`src/hdl/apw_pkg.sv`:
```
// shared types, register codes and defaults for the 3-d average pooling block
package apw_pkg;

  // default sizes of the sample store and the window
  localparam int MAX_DEPTH_DEF  = 16;
  localparam int MAX_HEIGHT_DEF = 64;
  localparam int MAX_WIDTH_DEF  = 64;
  localparam int MAX_KERNEL_DEF = 8;

  // signed window position: start (7 bits) plus kernel offset, compared to
  // bounds of up to 64 at the default sizes
  localparam int POS_W = 12;

  // configuration port
  localparam int CFG_IDX_W  = 3;
  localparam int CFG_DATA_W = 17;

  typedef enum logic [CFG_IDX_W-1:0] {
    CFG_KERNEL_DEPTH  = 3'd0,
    CFG_KERNEL_HEIGHT = 3'd1,
    CFG_KERNEL_WIDTH  = 3'd2,
    CFG_VOLUME_DEPTH  = 3'd3,
    CFG_VOLUME_HEIGHT = 3'd4,
    CFG_VOLUME_WIDTH  = 3'd5,
    CFG_INV_VOLUME    = 3'd6
  } cfg_index_t;

  // register reset values
  localparam logic [3:0]  KERNEL_DEPTH_RST  = 4'd2;
  localparam logic [3:0]  KERNEL_HEIGHT_RST = 4'd2;
  localparam logic [3:0]  KERNEL_WIDTH_RST  = 4'd2;
  localparam logic [4:0]  VOLUME_DEPTH_RST  = 5'd16;
  localparam logic [6:0]  VOLUME_HEIGHT_RST = 7'd64;
  localparam logic [6:0]  VOLUME_WIDTH_RST  = 7'd64;
  localparam logic [16:0] INV_VOLUME_RST    = 17'd8192;

  typedef struct packed {
    logic [3:0]  kernel_depth;
    logic [3:0]  kernel_height;
    logic [3:0]  kernel_width;
    logic [4:0]  volume_depth;
    logic [6:0]  volume_height;
    logic [6:0]  volume_width;
    logic [16:0] inv_volume;
  } cfg_t;

  // kind of a queued beat
  typedef enum logic {
    OP_LOAD = 1'b0,
    OP_POOL = 1'b1
  } op_t;

  // one queued beat between front and back
  typedef struct packed {
    op_t                op;
    logic [3:0]         d;
    logic [5:0]         h;
    logic [5:0]         w;
    logic signed [15:0] value;
    logic signed [4:0]  sd;
    logic signed [6:0]  sh;
    logic signed [6:0]  sw;
  } entry_t;

endpackage

```
`src/hdl/apw_front.sv`:
```
// front end: accepts beats, drops out-of-range loads, two-entry queue
module apw_front #(
  parameter int MAX_DEPTH  = apw_pkg::MAX_DEPTH_DEF,
  parameter int MAX_HEIGHT = apw_pkg::MAX_HEIGHT_DEF,
  parameter int MAX_WIDTH  = apw_pkg::MAX_WIDTH_DEF
) (
  input  logic                clk,
  input  logic                rst,
  input  logic                start,
  output logic                busy,
  input  logic                action,
  input  logic [3:0]          sample_d,
  input  logic [5:0]          sample_h,
  input  logic [5:0]          sample_w,
  input  logic signed [15:0]  sample_value,
  input  logic signed [4:0]   start_d,
  input  logic signed [6:0]   start_h,
  input  logic signed [6:0]   start_w,
  output logic                q_valid,
  output apw_pkg::entry_t     q_entry,
  input  logic                q_pop
);

  apw_pkg::entry_t slots [2];
  apw_pkg::entry_t in_entry;
  logic            wr_ptr;
  logic            rd_ptr;
  logic [1:0]      count;
  logic            accept;
  logic            load_in_range;
  logic            push;

  // classify the incoming beat
  assign load_in_range = (32'(sample_d) < 32'(MAX_DEPTH)) &&
                         (32'(sample_h) < 32'(MAX_HEIGHT)) &&
                         (32'(sample_w) < 32'(MAX_WIDTH));
  assign accept = start && !busy;
  assign push   = accept && (action || load_in_range);

  always_comb begin
    in_entry.op    = action ? apw_pkg::OP_POOL : apw_pkg::OP_LOAD;
    in_entry.d     = sample_d;
    in_entry.h     = sample_h;
    in_entry.w     = sample_w;
    in_entry.value = sample_value;
    in_entry.sd    = start_d;
    in_entry.sh    = start_h;
    in_entry.sw    = start_w;
  end

  // queue pointers and fill
  always_ff @(posedge clk) begin
    if (rst) begin
      wr_ptr <= 1'b0;
      rd_ptr <= 1'b0;
      count  <= 2'd0;
    end else begin
      if (push) begin
        wr_ptr <= ~wr_ptr;
      end
      if (q_pop) begin
        rd_ptr <= ~rd_ptr;
      end
      case ({push, q_pop})
        2'b10:   count <= count + 2'd1;
        2'b01:   count <= count - 2'd1;
        default: count <= count;
      endcase
    end
  end

  // queue payload
  always_ff @(posedge clk) begin
    if (push) begin
      slots[wr_ptr] <= in_entry;
    end
  end

  assign busy    = (count == 2'd2);
  assign q_valid = (count != 2'd0);
  assign q_entry = slots[rd_ptr];

endmodule

```
`config.mk`:
```
export PLATFORM = sky130hd
export DESIGN_NAME = apw_front
export DESIGN_NICKNAME = d
export VERILOG_FILES = /design/src/hdl/apw_pkg.sv /design/src/hdl/apw_front.sv
export SDC_FILE = /design/constraint.sdc
export NUM_CORES = 1
export LEC_CHECK = 0
export BUFFER_PORTS_ARGS = -buffer_cell sky130_fd_sc_hd__buf_2
export CORE_MARGIN = 3
export CORE_UTILIZATION = 50
export DETAILED_ROUTE_END_ITERATION = 12
export PLACE_DENSITY = 0.73
export SYNTH_ARGS = -nofsm -noshare
export SYNTH_HDL_FRONTEND = slang
export SYNTH_SLANG_ARGS = --single-unit
export TNS_END_PERCENT = 50
```
`constraint.sdc`:
```
create_clock -name clk -period 7.6 [get_ports clk]
set_input_delay 1.9 -clock clk [delete_from_list [all_inputs] [get_ports clk]]
set_output_delay 1.9 -clock clk [all_outputs]
set_load 0.05 [all_outputs]
```
==> flow_metrics.py <==
metrics = {
    "yosys": {
        "yosysSeqAreaShare_pct": 81.4,
        "yosysMostFrequentCell": "edfxtp_1",
        "synth_nets": 244,
        "netlist_area_um2": 3960,
        "synth_seq_cells": 109,
        "synthDistinctLibCells": 17,
        "synth_top_cell_area_share_pct": 78.9,
        "async_flop_share_pct": 0,
        "netlist_top_cells_count": "edfxtp_1 (104), mux2_2 (52), buf_2 (6), dfxtp_1 (5), nor2_1 (3)",
        "avgSynthCellArea_um2": 21.2,
        "synth_flop_cell": "edfxtp_1",
        "synthTopCellsByArea": "edfxtp_1 (79%), mux2_2 (15%), dfxtp_1 (2.5%)",
        "ys_warn_count": 0,
        "synth_edf_count": 104,
        "yosysTopAreaCell": "edfxtp_1",
        "synth_cells": 187,
    },
    "grt": {
        "overflow": 0,
        "grt_pass1_vias": 2043,
        "antenna_found_initial": 0,
        "grt_pass1_wl_mm": 9.72,
        "grt_max_degree": 53,
        "track_usage_pct": 14.8,
    },
    "sta": {
        "period_needed_ns": 4.01,
        "slew_violations": 0,
        "setup-violations-final": 0,
        "fmax_mhz": 249,
        "tns_ns": 0,
        "rsz0062_at_grt": "no",
        "finClkSkew_ns": 0.0130,
        "worst_slack_ns": 3.59,
        "hold_violations": 0,
        "timing.hold.ws_ns": 0.513,
        "worst_pin_slew_ns": 1.12,
        "period_share_pct": 52.7,
        "maxSlewHeadroom_pct": 25.6,
    },
    "critical_path": {
        "endpoint": "q_entry[26]",
        "r2r_slack_ns": 5.42,
        "worst_ep_arrival_time_ns": 2.11,
        "crit_type": "reg -> out",
        "required_ns": 5.70,
        "critPathLaunchType": "flop",
        "cp-end-kind": "output port",
        "path_max_fanout": 32,
        "r2r_cells": 4,
        "worstReg2RegStart": "count[0]",
        "r2r_end": "slots[0][18]",
    },
    "die": {
        "die_h_um": 95.0,
        "fp.dieW_um": 95.0,
        "io_pins": 110,
        "dieArea_um2": 9020,
        "rows": 31,
        "core_um2": 7450,
        "start_util_pct": 53.1,
    },
    "run_status": {
        "status": "complete, no violations",
    },
    "detailed_routing": {
        "drt_iter0_markers": 95,
        "route.detailed.drc": 0,
        "vias_per_cell": 4.99,
        "antenna_left": 0,
        "wl_mm": 6.36,
        "num_vias": 2031,
        "wl_per_cell_um": 15.6,
        "drtPass1Iterations": 4,
    },
    "power_and_ir_drop": {
        "p_leak_nw": 1.80,
        "power_mw": 1.35,
        "ir_drop_v": 0.000175,
        "p_per_area_nw_per_um2": 281,
    },
    "clock_network": {
        "postCtsSetupBuffers": 0,
        "cts-root-buf": "clkbuf_8",
        "cts_sinks": 109,
        "ctsResizeCount": 0,
        "path_clk_slew_ns": 0.10,
        "numCtsBuffers": 9,
        "cts_max_path_buffers": 2,
        "cts_tree": "done",
        "clk_latency_ns": 0.36,
        "postCtsHoldBufs": 0,
        "cts_max_level": 3,
    },
    "final_layout": {
        "drive_gt1_share_pct": 59.7,
        "fin_nets": 360,
        "area_growth_pct": 21.0,
        "final_cells": 407,
        "antenna_cells": 0,
    },
    "placement": {
        "placed_cells": 391,
        "dp_hpwl_mm": 4.14,
        "preCtsSetupSlack_ns": 3.89,
        "io_buffers": 109,
        "gp_congestion": 0.693,
    },
    "run": {
        "maxCapViolCount": 0,
    },
    "min_path": {
        "min_path_type": "reg -> reg",
    },
}
registers in the layout, summed over array words and instances (netlist names), named ones only:
signal,count
slots,104
count,2
rd_ptr,1
wr_ptr,1
worst max-delay path: stages, from the launching register on:
cell     delay [ns]
dfxtp_2        0.66
buf_4          0.47
mux2_2         0.40
buf_2          0.21
placed cells by master (no fill, tap or decap):
cell type / count
a21oi_1: 2
and3_2: 1
buf_2: 109
buf_4: 2
clkbuf_8: 9
clkinv_1: 1
clkinv_2: 1
clkinv_4: 1
clkinvlp_4: 2
dfxtp_1: 4
dfxtp_2: 1
edfxtp_1: 104
ha_1: 1
inv_1: 1
inv_2: 2
inv_6: 2
mux2_2: 52
nand2_1: 1
nand2b_2: 1
nor2_1: 3
o21ai_0: 2
or2_2: 1
or3_1: 2
xnor2_1: 2
xor2_1: 1
worst min-delay path by stage:
stage,startpoint,endpoint,cells past startpoint
floorplan,wr_ptr,wr_ptr,2
global placement,wr_ptr,wr_ptr,2
detailed placement,wr_ptr,wr_ptr,2
CTS,wr_ptr,wr_ptr,2
global route,wr_ptr,wr_ptr,2
finish,wr_ptr,wr_ptr,2
per-layer routing:
layer	vias up	global-route usage, %	wire [µm]
li1	962	-	-
met1	991	17.4	2610
met2	69	24.7	3180
met3	9	4.46	470
met4	0	7.21	104
met5	-	0	0
cell type report:
cell class	count	area [µm²]
clock buffer	9	124
inverter	3	11.3
multi-input combinational	69	694
sequential	109	3220
fill	553	2660
timing repair buffer	111	561
clock inverter	7	50.0
tap	99	124
stage by stage:
step	cell area [µm²]	util [%]
3_3_place_gp	4610	62.0
3_5_place_dp	4610	62.0
6_report	4790	64.3
2_1_floorplan	3960	-
4_1_cts	4790	64.3
5_1_grt	4790	64.3
where the power goes:
part	leakage, nW	total, mW	internal [mW]	switching [mW]
Combinational	0.698	0.301	0.0821	0.219
Sequential	1.01	0.738	0.721	0.0167
Clock	0.0837	0.307	0.120	0.187
Total	1.80	1.35	0.924	0.423
cells by family (layout without fill, tap and decap cells):
family,after synthesis,count (layout),synth area share [%]
adder cells (fa/ha/maj),1,1,0.316
AO/OA/AOI/OAI,4,4,0.506
AND/OR/NAND/NOR,9,9,1.23
buffers and inverters,9,130,1.04
multiplexers,52,52,14.8
flip-flops,109,109,81.4
XOR/XNOR,3,3,0.664
No activity file was read; power rests on OpenSTA's default activity.
